--- src/rtl/wisd_pkg.sv ---
// ----------------------------------------------------------------------------
// wisd_pkg
// Shared types and constants for the windowed interval deviation block.
// ----------------------------------------------------------------------------
package wisd_pkg;

    localparam int CFG_IDX_W  = 3;
    localparam int CFG_DATA_W = 27;

    localparam logic [CFG_IDX_W-1:0] REG_MIN_INTERVAL = 3'd0;
    localparam logic [CFG_IDX_W-1:0] REG_MAX_INTERVAL = 3'd1;
    localparam logic [CFG_IDX_W-1:0] REG_WINDOW       = 3'd2;
    localparam logic [CFG_IDX_W-1:0] REG_MIN_COUNT    = 3'd3;

    localparam logic [15:0] RST_MIN_INTERVAL = 16'd1000;
    localparam logic [15:0] RST_MAX_INTERVAL = 16'd20000;
    localparam logic [26:0] RST_WINDOW       = 27'd300000;
    localparam logic [9:0]  RST_MIN_COUNT    = 10'd10;

    localparam logic [9:0]  CNT_SAT = 10'd1023;
    localparam logic [23:0] SD_SAT  = 24'hFFFFFF;

    localparam logic OP_PUSH    = 1'b0;
    localparam logic OP_MEASURE = 1'b1;

    typedef struct packed {
        logic        operation;
        logic [15:0] interval_ms;
        logic [47:0] now_ms;
    } in_item_t;

    typedef struct packed {
        logic [9:0]  window_count;
        logic [23:0] std_dev_q8;
        logic        std_valid;
    } out_item_t;

    typedef enum logic [2:0] {
        ST_IDLE,
        ST_WALK,
        ST_MUL1,
        ST_MUL2,
        ST_NUM,
        ST_DIV,
        ST_SQRT,
        ST_DONE
    } state_t;

    typedef struct packed {
        logic push;
        logic start;
        logic walk;
        logic mul1;
        logic mul2;
        logic num;
        logic div;
        logic sqrt;
        logic load_out;
    } cmd_t;

    typedef struct packed {
        logic walk_done;
        logic calc_ok;
        logic div_last;
        logic sqrt_last;
    } status_t;

endpackage

--- src/rtl/wisd_ctrl.sv ---
// ----------------------------------------------------------------------------
// wisd_ctrl
// Sequencer: walk, multiply, divide and root (skipped when too few samples), then hand the result out.
// ----------------------------------------------------------------------------
module wisd_ctrl (
    input  logic              clk,
    input  logic              rst_n,
    input  logic              in_valid,
    input  logic              in_op,
    output logic              in_ready,
    output logic              out_valid,
    input  logic              out_ready,
    input  wisd_pkg::status_t status,
    output wisd_pkg::cmd_t    cmd
);
    import wisd_pkg::*;

    state_t state_reg, state_next;
    logic   out_valid_reg, out_valid_next;
    logic   accept;
    logic   slot_free;

    assign in_ready  = (state_reg == ST_IDLE);
    assign accept    = in_valid && in_ready;
    assign slot_free = !out_valid_reg || out_ready;
    assign out_valid = out_valid_reg;

    always_comb
    begin
        state_next = state_reg;
        unique case (state_reg)
            ST_IDLE: if (accept && in_op == OP_MEASURE) state_next = ST_WALK;
            ST_WALK: if (status.walk_done) state_next = ST_MUL1;
            ST_MUL1: state_next = ST_MUL2;
            ST_MUL2: state_next = ST_NUM;
            ST_NUM:  state_next = status.calc_ok ? ST_DIV : ST_DONE;
            ST_DIV:  if (status.div_last) state_next = ST_SQRT;
            ST_SQRT: if (status.sqrt_last) state_next = ST_DONE;
            ST_DONE: if (slot_free) state_next = ST_IDLE;
            default: state_next = ST_IDLE;
        endcase
    end

    always_comb
    begin
        cmd          = '0;
        cmd.push     = accept && in_op == OP_PUSH;
        cmd.start    = accept && in_op == OP_MEASURE;
        cmd.walk     = (state_reg == ST_WALK);
        cmd.mul1     = (state_reg == ST_MUL1);
        cmd.mul2     = (state_reg == ST_MUL2);
        cmd.num      = (state_reg == ST_NUM);
        cmd.div      = (state_reg == ST_DIV);
        cmd.sqrt     = (state_reg == ST_SQRT);
        cmd.load_out = (state_reg == ST_DONE) && slot_free;
    end

    always_comb
    begin
        out_valid_next = out_valid_reg;
        if (cmd.load_out)
            out_valid_next = 1'b1;
        else if (out_ready)
            out_valid_next = 1'b0;
    end

    always_ff @(posedge clk or negedge rst_n)
    begin
        if (!rst_n)
        begin
            state_reg     <= ST_IDLE;
            out_valid_reg <= 1'b0;
        end
        else
        begin
            state_reg     <= state_next;
            out_valid_reg <= out_valid_next;
        end
    end

endmodule

--- config.mk ---
export PLATFORM = sky130hd
export DESIGN_NAME = wisd_ctrl
export DESIGN_NICKNAME = d
export VERILOG_FILES = /design/src/rtl/wisd_pkg.sv /design/src/rtl/wisd_ctrl.sv
export SDC_FILE = /design/constraint.sdc
export NUM_CORES = 1
export LEC_CHECK = 0
export BUFFER_PORTS_ARGS = -buffer_cell sky130_fd_sc_hd__buf_2
export CORE_AREA = 2 2 39 41
export CTS_CLUSTER_SIZE = 28
export DETAILED_ROUTE_END_ITERATION = 12
export DIE_AREA = 0 0 41 43
export PLACE_DENSITY = 0.59
export SLEW_MARGIN = 20
export SYNTH_ARGS = -nofsm -noshare
export SYNTH_HDL_FRONTEND = slang
export SYNTH_SLANG_ARGS = --single-unit
--- constraint.sdc ---
create_clock -name clk -period 1.6 [get_ports clk]
set_input_delay 0.16 -clock clk [delete_from_list [all_inputs] [get_ports clk]]
set_output_delay 0.16 -clock clk [all_outputs]
set_load 0.01 [all_outputs]
# --- After elaboration in Yosys (flattened, before gate mapping) ---
# Cells that the tools add are included.
word_totals:
  reg_bits: 4
  inputBits: 9
  out_inout_bits: 11
  wordCells: 33
classes:
  eq_ne: 12
  n_mux: 9
  bitwise_logic: 1
  n_reduce_logical: 9
op_table:
  columns: ["operator", "count"]
  rows:
  - ["3-bit case mux with 8 select lines", 1]
  - ["3-bit two-way mux", 5]
  - ["3-bit equality test (second input constant)", 4]
  - ["2-bit inequality test (second input constant)", 4]
  - ["3-bit by 2-bit equality test with 1-bit output (second input constant)", 2]
  - ["5-bit AND reduction", 1]
  - ["1-bit logical AND", 4]
  - ["3-bit by 1-bit equality test with 1-bit output (second input constant)", 1]
  - ["3-bit zero test", 1]
  - ["1-bit two-way mux", 2]
  - ["2-bit two-way mux", 1]
  - ["2-bit by 1-bit inequality test with 1-bit output (second input constant)", 1]
  - ["2-bit nonzero test", 1]
  - ["1-bit zero test", 1]
  - ["1-bit logical OR", 1]
  - ["1-bit NOT", 1]

# --- Longest topological paths before layout ---
# Gate-level depths: netlist of run 1.
depth:
  depth_word: 5
  mapped_depth: 4
  mapped_depth_nobuf: 3

# --- Worst setup path before layout of run 1 ---
# Ideal clock, no wire load.
synth_timing:
  path_kind: "reg-to-reg"
  from: "register state_reg[2]"
  to: "register state_reg[0]"
  setup_time_ns: 0.132
  arrival_ns: 1.132
  required_ns: 1.468
  setup_slack_ns: 0.335
  path_stages_with_launch: 4
  n_path_buf: 0
  synth_period_minus_slack_ns: 1.265
  path_cell_list: "dfrtp_1 > nor3_1 > a21boi_0 > a2111oi_2"
synth_between:
  elab_chain_len: 5
  elab_cells_between_ends: 17
  classes_between: "12 x eq/ne; 1 x mux; 4 x reduce/logical"
synth_rtl:
  columns: ["element", "line_no", "rtl"]
  rows:
  - ["start, declared", "wisd_ctrl.sv:18", "state_t state_reg, state_next;"]
  - ["start signal, assigned", "wisd_ctrl.sv:76", "state_reg <= state_next;"]
  - ["3-bit zero test (*)", "wisd_ctrl.sv:23", "assign in_ready = (state_reg == ST_IDLE);"]
  - ["named net in_ready", "wisd_ctrl.sv:10", "output logic in_ready,"]
  - ["1-bit logical AND", "wisd_ctrl.sv:24", "assign accept = in_valid && in_ready;"]
  - ["1-bit logical AND", "wisd_ctrl.sv:32", "ST_IDLE: if (accept && in_op == OP_MEASURE) state_next = ST_WALK;"]
  - ["2-bit by 1-bit inequality test with 1-bit output (no source line)", null, null]
  - ["5-bit AND reduction (no source line)", null, null]
# The timed path passes the listed nets; every way through them passes the cells marked *.
# A chain may end at the register's enable or synchronous reset.

==> run summary, run 1 <==
The period utilization was 0.929. The pre-antenna-repair detailed-routing pass consisted of 2 iterations. The initial standard-cell utilization of the core came out at 0.228. In the final layout, flip-flops and latches occupy 100 um2. The run finished with clean final reports. The tools report the category of the worst setup path capture point as an output pin.

For the required time reported for the critical path endpoint, the log shows 1.44 ns. The run gives 0 as the total of max-cap violations. The analysis attributes to net switching a power of 0.000365 W. The layout cell share with drive strength beyond 1 was 0.417; the width of the die was 41 um.

The initial antenna violation count was 0; the placer's final routability congestion estimate was 0.773. The run gives 14 as the number of core rows. The core region is 1380 um2. The final critical path time including I/O delays and setup was 1.49 ns; the number of hold violations in the final report was 0. The run gives 1.33 ns as the data arrival at the endpoint of the critical path. The critical path's slowest cell was sky130_fd_sc_hd__dfrtp_1. The signal on the critical path passes through nor3_2, and3_1, buf_2.

Synthesis inferred 4 register bits. The first global-routing pass estimated 972 um of wire. The average instance in the mapped netlist occupies 7.69 um2.

The residual DRC count was 0. The netlist uses 21 different library cells. Internal power comes to 0.000439 W.

Clock skew on the completed layout was measured at 0.00461 ns. For the register share of total power, the log shows 0.351. Class of the worst hold path: in -> reg. The synthesized instance count was 41; the routed wire length was 731 um. The tools report the via count of the first global-routing pass as 257. Total count of max-transition violations in the final report: 0. The tools report the met2 wirelength from detailed routing as 356 um.

The aggregate global routing overflow is 0, and the length of routed wiring on met1 is 322 um. Pin placement for this block handled 20 I/O pins. The later pin in the worst-skew pair is clocked with a latency of 0.23 ns. The final design utilization was 0.316; the number of diodes was 0. The detailed router placed 339 vias in this run. The tools report the root buffer cell as sky130_fd_sc_hd__clkbuf_4.

The worst stage delay on the critical path is 0.49 ns. Clock-pin slew was measured on the worst setup and hold paths at 0.04 ns. The number of flip-flops under the largest register name is 3, and the iteration-0 DRC count of the detailed router is 2. The area added between synthesis and finish was 38.5%; the number of filler instances in the final layout was 155. Highest routing layer actually used: met3. TritonCTS built the clock tree. The power share of the clock group was 0.152. The count of nets left with antenna violations once routing finished came out at 0. For the global-route total usage across every layer, the log shows 0.0818.

The clock net in this run drives a total of 4 sinks. The run gives 315 um2 as the cell area after synthesis. The area taken by multi-input logic gates was 181 um2; the number of vias per cell after detailed routing was 4.46. STA classifies the critical path startpoint as a flop. The tools report the level count of the clock H-tree as 1. The leakage power total was 0.231 nW; the measured slew at the worst slew-check pin was 0.412 ns. During synthesis, Yosys emitted a total of 0 warnings. Entering global routing, the biggest net connects 16 pins. The fraction of power consumed by combinational cells was 0.498; the post-detailed-route wirelength per cell was 9.62 um. The overall die height came out at 43 um. Across the VDD grid, the largest voltage drop is 0.554 mV. Setup violations remaining at the end of the flow were counted as 0.

The number of buffers added by the clock tree synthesis step was 3; the synthesized net count was 50. The post-layout total power was 0.000804 W; the critical-path maximum fanout was 12. The net count of the finished layout is 71, and the area enclosed by the die boundary is 1760 um2. The tools report the routed length on met3 as 52 um. Dividing total power by cell area gives a power density of 1840 nW/um2. The switching part of the total power is 0.454, and the number of buffers added on ports is 19. The worst slew slack as a fraction of its limit was 0.726. By startpoint and endpoint, the worst setup path is classified as reg -> out. The placed wire-length estimate after detailed placement was 545 um; the buffer levels on the longest clock path was 2. For this run, the top clock speed supported by timing is 0.673 GHz. The sequential fraction of the synthesis area came out at 0.317.
[critical path: cells and delay by family, from the launching register on]
family	cells	cell delay, ns
buffers and inverters	1	0.12
AND/OR/NAND/NOR	2	0.48
flip-flops	1	0.49
[path summary, 6_finish.rpt]
path / startpoint / endpoint / slack (ns) / cells after the start
worst max-delay path: state_reg[2]$_DFFE_PN0P_ / cmd[7] / 0.11 / 3
worst min-delay path: status[0] / state_reg[0]$_DFFE_PN0P_ / 0.19 / 3
worst max register to register: state_reg[0]$_DFFE_PN0P_ / state_reg[0]$_DFFE_PN0P_ / 0.33 / 2
worst min register to register: out_valid$_DFFE_PN0P_ / out_valid$_DFFE_PN0P_ / 0.72 / 2
max in group asynchronous: rst_n / state_reg[1]$_DFFE_PN0P_ / 1.22 / 2
min in group asynchronous: rst_n / state_reg[0]$_DFFE_PN0P_ / 0.26 / 2
[synth_stat cells (all sizes together)]
| library cell | n | area [um2] |
|---|---|---|
| a2111oi | 1 | 15.0 |
| a311oi | 1 | 8.76 |
| nor2b | 1 | 6.26 |
| inv | 2 | 7.51 |
| and3 | 1 | 6.26 |
| a21boi | 1 | 7.51 |
| a21oi | 1 | 5.00 |
| nand2 | 4 | 15.0 |
| buf | 4 | 31.3 |
| and3b | 1 | 12.5 |
| a211oi | 2 | 15.0 |
| nand3 | 1 | 5.00 |
| nand2b | 1 | 6.26 |
| dfrtp | 4 | 100 |
| nor2 | 11 | 41.3 |
| o21ai | 1 | 5.00 |
| or2b | 1 | 7.51 |
| nor3 | 1 | 5.00 |
| nor3b | 2 | 15.0 |
[logic make-up after synthesis]
family                 after synthesis  share of synthesized area
AND/OR/NAND/NOR                     24                      0.381
buffers and inverters                6                      0.123
flip-flops                           4                      0.317
AO/OA/AOI/OAI                        7                      0.179
[routing by layer]
metal  vias to the layer above  track usage
li1                        174            -
met1                       151       0.0918
met2                        14        0.128
met3                         0       0.0157
met4                         0       0.0600
met5                         -            0
[final cells by class]
| cell class | instances | area share |
|---|---|---|
| Multi-Input combinational cell | 31 | 0.415 |
| Tap cell | 16 | 0.0458 |
| Clock buffer | 3 | 0.0516 |
| Sequential cell | 4 | 0.229 |
| Timing Repair Buffer | 20 | 0.241 |
| Inverter | 2 | 0.0172 |
[cell usage in the layout, fill, tap and decap left out, types with 2 or more instances in the layout]
cell type	n
sky130_fd_sc_hd__clkbuf_4	3
sky130_fd_sc_hd__nor2_1	11
sky130_fd_sc_hd__nor3b_1	2
sky130_fd_sc_hd__a211oi_1	2
sky130_fd_sc_hd__nand2_1	4
sky130_fd_sc_hd__buf_2	19
sky130_fd_sc_hd__inv_1	2
sky130_fd_sc_hd__dfrtp_1	4
[power groups by stage]
stage	Combinational [W]	Sequential (W)	Clock, W
floorplan	0.000402	0.000193	0
global placement	0.000401	0.000270	0
detailed placement	0.000398	0.000276	0
CTS	0.000405	0.000272	0.000128
global route	0.000442	0.000307	0.000128
finish	0.000400	0.000282	0.000122
[metrics by stage]
stage	worst slack [ns]	setup TNS (ns)	hold WS, ns	cell area, um2	cells
6_report	0.114	0	0.191	437	76
3_5_place_dp	0.273	0	-0.0347	399	72
2_1_floorplan	0.335	0	-0.136	315	41
4_1_cts	0.0472	0	0.192	432	76
5_1_grt	-0.00856	-0.0143	0.210	437	76
3_3_place_gp	0.279	0	-0.0325	399	72
[what timing repair did]
action                                  CTS  global route
buffers inserted                          0             0
endpoints found under the setup margin    0             3
hold endpoints to repair                  4             0
gates resized for setup                   0             1
hold buffers                              1             0
No activity file was read; power rests on OpenSTA's default activity.
==> run 2: changes to the inputs <==
Settings changed: CTS_BUF_LIST set to sky130_fd_sc_hd__clkbuf_8, REMOVE_ABC_BUFFERS set to 1.
==> run 2 against run 1 <==
Combinational power shrank 1%. Highest routed layer unchanged. Count of clock-buffer cells in the layout is the same. Power grew 11%. Sequential share of layout area shrank 0.94 points. Critical path type unchanged. Cell area grew 4.3%.
==> run summary, run 2 (same netlist as run 1, synthesis figures left out) <==
The flow ran to the end, and the final reports show no timing, DRC or antenna violations. The final critical path time including I/O delays and setup is 1.48 ns (-0.0107 ns). The critical-path maximum fanout was 12 (unchanged); the layout cell share with drive strength beyond 1 was 0.417 (unchanged).

The number of buffers added on ports was 19 (unchanged); the highest ir drop seen on vdd was 0.633 mV (+14%). On the critical path the largest part of the delay comes from flip-flops. The global-route total usage across every layer was 0.0984 (+0.0166).

The total count of max-transition violations in the final report came out at 0 (unchanged). The tools report the number of buffers added by the clock tree synthesis step as 3 (unchanged). The length of the first detailed-routing pass in iterations is 2 (unchanged), and the data arrival at the endpoint of the critical path is 1.32 ns (about the same).

The category of the worst setup path capture point is an output pin. For the initial antenna violation count, the log shows 0 (unchanged). The placer's final routability congestion estimate is 0.702 (-9.2%). Highest attainable clock frequency: 0.678 GHz (+0.72%). The aggregate global routing overflow came out at 0 (unchanged). The number of buffer and inverter instances along the worst setup path is 1 (unchanged). The worst setup path is launched from a flop. For the required time reported for the critical path endpoint, the log shows 1.44 ns (about the same).

The number of clock sinks seen by CTS came out at 4 (unchanged). The routed wire length is 750 um (+2.6%). The total of max-cap violations is 0 (unchanged).

TritonCTS built the clock tree. Number of hold violations in the final report: 0 (unchanged). The critical path class is reg -> out.

The overall die height was 43 um (unchanged). Power per standard cell area: 1960 nW/um2 (+6.7%). The buffer levels on the longest clock path is 2 (unchanged). The logs give 539 um (-1.0%) for the placed wire-length estimate after detailed placement and 455 um2 (+4.3%) for the final cell area excluding filler cells. The tools report the overall via count from detail_route as 341 (+0.59%).

The measured slew at the worst slew-check pin was 0.430 ns (+0.0186 ns). The class of the worst hold path is in -> reg. The area enclosed by the die boundary is 1760 um2 (unchanged).

Setup clock skew after layout: 0.00454 ns (-0.0000753 ns). The top cell types in the final layout, fill and taps aside, are 19 x sky130_fd_sc_hd__buf_2, 11 x sky130_fd_sc_hd__nor2_1, 4 x sky130_fd_sc_hd__nand2_1, 4 x sky130_fd_sc_hd__dfrtp_1, 3 x sky130_fd_sc_hd__clkbuf_8. The post-detailed-route wirelength per cell works out to 9.87 um (+2.6%). The logs give 20 (unchanged) for the I/O pin count and 0.197 ns (+0.00617 ns) for the worst hold margin.

The run gives 0 (unchanged) as the residual DRC count. The critical path goes through nor3_2, and3_1, buf_2. Setup repair after global routing could not meet its margin everywhere. The width of the die was 41 um (unchanged).

The worst stage delay on the critical path was 0.50 ns (about the same); the maximum number of pins on one net before global-route repair was 16 (unchanged). The post-CTS setup repair buffer count is 0 (unchanged), and the via count of the first global-routing pass is 275 (+7.0%). The clock-pin slew reported for the worst setup and hold paths after clock tree synthesis works out to 0.03 ns (about the same). For the iteration-0 DRC count of the detailed router, the log shows 3 (+1). The number of flip-flops under the largest register name came out at 3 (unchanged). The library cell used most frequently in the layout, excluding fill and tap cells, is sky130_fd_sc_hd__buf_2. The tools report the net count of the finished layout as 71 (unchanged). The leakage power total is 0.239 nW (+3.4%). For the level count of the clock H-tree, the log shows 1 (unchanged). The clock latency on the worst-skew pair came out at 0.22 ns (about the same).

Initial standard-cell utilization of the core: 0.228 (unchanged). The root buffer cell was sky130_fd_sc_hd__clkbuf_8. Among all stages on the critical path, the largest delay is contributed by sky130_fd_sc_hd__dfrtp_1. The number of vias per cell after detailed routing is 4.49 (+0.59%). The period utilization came out at 0.922 (-0.00668).

For the number of core rows, the log shows 14 (unchanged). The run gives 0 (unchanged) as the count of antenna-violating nets left after detailed routing. The standard cell core area was 1380 um2 (unchanged). The wire length of the first global-routing pass was 1120 um (+15%); the number of setup violations in the final report was 0 (unchanged). The area added between synthesis and finish was 44.4%. The total placed instance area is 399 um2 (unchanged). The number of diodes is 0 (unchanged). The worst slew slack as a fraction of its limit was 0.713 (-0.0124).
## run 2: path summary, 6_finish.rpt
kind                                       endpoint  cells past startpoint  slack, ns                      from
min in group asynchronous  state_reg[2]$_DFFE_PN0P_                      2       0.27                     rst_n
min                        state_reg[0]$_DFFE_PN0P_                      3       0.20                 status[0]
min reg2reg                   out_valid$_DFFE_PN0P_                      2       0.71     out_valid$_DFFE_PN0P_
max reg2reg                state_reg[0]$_DFFE_PN0P_                      3       0.34  state_reg[2]$_DFFE_PN0P_
max                                          cmd[7]                      3       0.12  state_reg[2]$_DFFE_PN0P_
max in group asynchronous  state_reg[0]$_DFFE_PN0P_                      2       1.20                     rst_n
## run 2: tightest hold or removal path, cell delays in order
cell and delay, ns:
sky130_fd_sc_hd__buf_2 0.09, sky130_fd_sc_hd__inv_1 0.06, sky130_fd_sc_hd__a2111oi_2 0.05
## run 2: routing by layer
metal	part of all wire	vias up	track usage
met4	0	0	0.0600
li1	-	175	-
met5	0	-	0
met1	0.46	156	0.125
met3	0.059	0	0.0628
met2	0.48	10	0.119
## run 2: layout make-up
class | count | area (um2)
tap | 16 | 20.0
inverter | 2 | 7.51
clock buffer | 3 | 41.3
fill | 157 | 928
timing repair buffer | 20 | 105
multi-input combinational | 31 | 181
sequential | 4 | 100
## run 2: power by group
| part | internal (W) | leakage, nW | switching, W | total [W] |
|---|---|---|---|---|
| clock network | 0.000161 | 0.0216 | 0.0000551 | 0.000216 |
| logic | 0.000203 | 0.171 | 0.000193 | 0.000395 |
| registers | 0.000153 | 0.0470 | 0.000131 | 0.000284 |
| total | 0.000516 | 0.239 | 0.000379 | 0.000895 |
## run 2: timing repair
item	CTS	global route
hold buffers	1	0
setup endpoints to repair	0	2
hold endpoints to repair	4	0
gates resized for setup	0	1
## run 2: per-stage QoR
stage	TNS (ns)	worst slack, ns	total power [W]	util	cells
final	0	0.125	0.000895	0.329	76
after global routing	-0.0136	-0.0136	0.000978	0.329	76
after CTS	0	0.0535	0.000895	0.325	76
after detailed placement	0	0.286	0.000674	0.288	72
after global placement	0	0.302	0.000668	0.288	72
after floorplan	0	0.224	0.000521	-	37
==> run 3: changes to the inputs <==
Clock period 1.6 ns to 1.9 ns, I/O delays scaled along.
==> run 3 against run 2 <==
Clock skew shrank 0.0022 ns. Combinational power decreased by 16%. Via count down 1.5%. Count of clock-buffer cells in the layout is the same. Final cell count did not move. Cell area fell by 1.1%. Sequential power down 18%. Utilization down 0.36 points. Highest routed layer unchanged.
==> run summary, run 3 (same netlist as run 1, synthesis figures left out) <==
The worst stage delay on the critical path is 0.52 ns (+0.02 ns). Final design utilization: 0.325 (-0.00362). The measured slew at the worst slew-check pin is 0.420 ns (-0.00987 ns). The library cells used most frequently in the layout, excluding fill and tap cells, are 19 x sky130_fd_sc_hd__buf_2, 11 x sky130_fd_sc_hd__nor2_1, 4 x sky130_fd_sc_hd__nand2_1, 4 x sky130_fd_sc_hd__dfrtp_1, 3 x sky130_fd_sc_hd__clkbuf_8. For the length of routed wiring on met1, the log shows 335 um (-2.6%).

In this run the worst setup path begins at state_reg[1]$_DFFE_PN0P_. For the total count of max-transition violations in the final report, the log shows 0 (unchanged). The via count of the first global-routing pass is 264 (-4.0%), and the area enclosed by the die boundary is 1760 um2 (unchanged).

The run finished with clean final reports. Startpoint type of the worst setup path: a flop. Residual DRC count: 0 (unchanged). For the post-route non-filler standard cell count, the log shows 76 (unchanged).

The class of the worst hold path is in -> reg. The level count of the clock H-tree came out at 1 (unchanged). The power per standard cell area came out at 1640 nW/um2 (-17%). The number of flip-flops under the largest register name works out to 3 (unchanged). The area taken by multi-input logic gates is 176 um2 (-2.8%), and the width of the die is 41 um (unchanged).

The placed instance count was 72 (unchanged); the initial antenna violation count was 0 (unchanged). For the highest ir drop seen on vdd, the log shows 0.447 mV (-29%). The run gives 0 (unchanged) as the post-CTS setup repair buffer count. The met2 wirelength from detailed routing is 326 um (-9.4%). The destination of the worst register-to-register timing path is state_reg[0]$_DFFE_PN0P_.

Standard cell core area: 1380 um2 (unchanged). TritonCTS built the clock tree. Number of hold violations in the final report: 0 (unchanged). The iteration-0 DRC count of the detailed router was 0 (-3). The cell depth of the worst flop-to-flop path is 3 (unchanged), and the routed wire length is 698 um (-6.9%). The setup clock skew after layout was 0.00230 ns (-0.00224 ns).

The clock-pin slew reported for the worst setup and hold paths after clock tree synthesis is 0.03 ns (about the same). The leakage power total is 0.238 nW (-0.31%). The run gives 0 ns (unchanged) as the summed negative setup slack over all endpoints.

The logs give 0 (unchanged) for the number of diodes and 71 (unchanged) for the net count of the finished layout. The I/O pin count was 20 (unchanged). The tools report the maximum number of pins on one net before global-route repair as 16 (unchanged). Broken down by cell family, the worst path's largest delay share belongs to flip-flops. The run gives 14 (unchanged) as the number of core rows.

Flip-flop and latch area: 100 um2 (unchanged). The post-detailed-route wirelength per cell was 9.18 um (-6.9%); the number of vias per cell after detailed routing was 4.42 (-1.5%). The length of the first detailed-routing pass in iterations was 1 (-1). The routed length on met3 came out at 36 um (-18%).

Walking the worst path, the cells encountered are nor3_1, and3_1, buf_2. Timing would allow up to 0.646 GHz. The critical path's slowest cell was sky130_fd_sc_hd__dfrtp_1.

The number of buffers added on ports works out to 19 (unchanged). The final critical path time including I/O delays and setup was 1.55 ns. The tools report the hold path startpoint as status[0].

The run gives 0 (unchanged) as the aggregate global routing overflow. The run gives 2 (unchanged) as the buffer levels on the longest clock path. For the placed wire-length estimate after detailed placement, the log shows 558 um (+3.4%). The global-route total usage across every layer was 0.0853 (-0.0131); the worst hold path stage count was 3 (unchanged). The initial standard-cell utilization of the core is 0.228 (unchanged). The number of setup violations in the final report is 0 (unchanged). In this run the top signal layer used is met3.

The overall die height is 43 um (unchanged). The run gives 0.59 ns (+0.25 ns) as the register-to-register setup slack. Setup repair after global routing left no endpoint under its margin. For the post-layout total power, the log shows 0.000738 W (-17%). The number of clock sinks seen by CTS was 4 (unchanged); the worst slew slack as a fraction of its limit was 0.720 (+0.00658). The required time reported for the critical path endpoint was 1.71 ns (+0.27 ns).

The number of buffers added by the clock tree synthesis step is 3 (unchanged), and the critical-path maximum fanout is 15 (+3). The number of buffer and inverter instances along the worst setup path came out at 1 (unchanged). The total of max-cap violations is 0 (unchanged), and the area added between synthesis and finish is 42.9%. Layout cell share with drive strength beyond 1: 0.400 (-0.0167). For the data arrival at the endpoint of the critical path, the log shows 1.36 ns (+0.04 ns).

The path with the worst hold slack has its endpoint at state_reg[0]$_DFFE_PN0P_. The period utilization works out to 0.815. Most common library cell in the layout ignoring fill and taps: sky130_fd_sc_hd__buf_2.

The post-cts resize count came out at 0 (unchanged). The overall via count from detail_route is 336 (-1.5%), and the clock latency on the worst-skew pair is 0.21 ns (about the same). In this run the clock root is driven by a sky130_fd_sc_hd__clkbuf_8. STA classifies the critical path endpoint as an output pin.

The count of antenna-violating nets left after detailed routing is 0 (unchanged), and the wire length of the first global-routing pass is 1090 um (-2.4%). The critical path class was reg -> out. The placer's final routability congestion estimate is 0.724 (+3.1%). The reg-to-reg startpoint was state_reg[1]$_DFFE_PN0P_. The number of filler instances in the final layout was 160 (+1.9%).
run 3: changes by cell type in the layout (fill, tap and decap cells not counted):
cell                     previous run  this run
sky130_fd_sc_hd__nor3_1             0         1
sky130_fd_sc_hd__nor3_2             1         0
run 3: cell type report:
| type | count | area share |
|---|---|---|
| multi-input combinational | 31 | 0.392 |
| timing repair buffer | 20 | 0.233 |
| inverter | 2 | 0.0167 |
| sequential | 4 | 0.222 |
| tap | 16 | 0.0444 |
| clock buffer | 3 | 0.0917 |
run 3: per-layer routing:
layer | vias to the layer above | track usage
met2 | 8 | 0.116
li1 | 177 | -
met1 | 151 | 0.135
met3 | 0 | 0.0157
met4 | 0 | 0.0200
met5 | - | 0
run 3: where the power goes:
| group | internal [W] | total (W) | switching [W] | leakage [nW] |
|---|---|---|---|---|
| registers | 0.000129 | 0.000233 | 0.000104 | 0.0470 |
| clock network | 0.000135 | 0.000176 | 0.0000409 | 0.0216 |
| logic | 0.000169 | 0.000330 | 0.000161 | 0.170 |
run 3: worst max path at each step:
stage / end / slack [ns] / cells after the start
floorplan: state_reg[0]$_DFFE_PN0P_ / 0.52 / 3
global placement: cmd[7] / 0.60 / 3
detailed placement: cmd[7] / 0.56 / 3
CTS: cmd[7] / 0.34 / 3
global route: cmd[8] / 0.17 / 4
finish: cmd[7] / 0.35 / 3
run 3: tightest hold or removal path, stage by stage:
cell                        delay, ns
sky130_fd_sc_hd__buf_2           0.09
sky130_fd_sc_hd__inv_1           0.06
sky130_fd_sc_hd__a2111oi_2       0.06
run 3: repair_timing:
item,in CTS,in global routing
hold buffers,1,0
setup endpoints to repair,0,0
endpoints found under the hold margin,4,0
run 3: metrics by stage:
step | setup slack, ns | hold WS (ns) | cell area, um2
6_report | 0.351 | 0.238 | 450
5_1_grt | 0.166 | 0.263 | 450
4_1_cts | 0.338 | 0.244 | 450
3_5_place_dp | 0.564 | 0.00218 | 399
3_3_place_gp | 0.596 | -0.00157 | 399
2_1_floorplan | 0.524 | -0.106 | 284
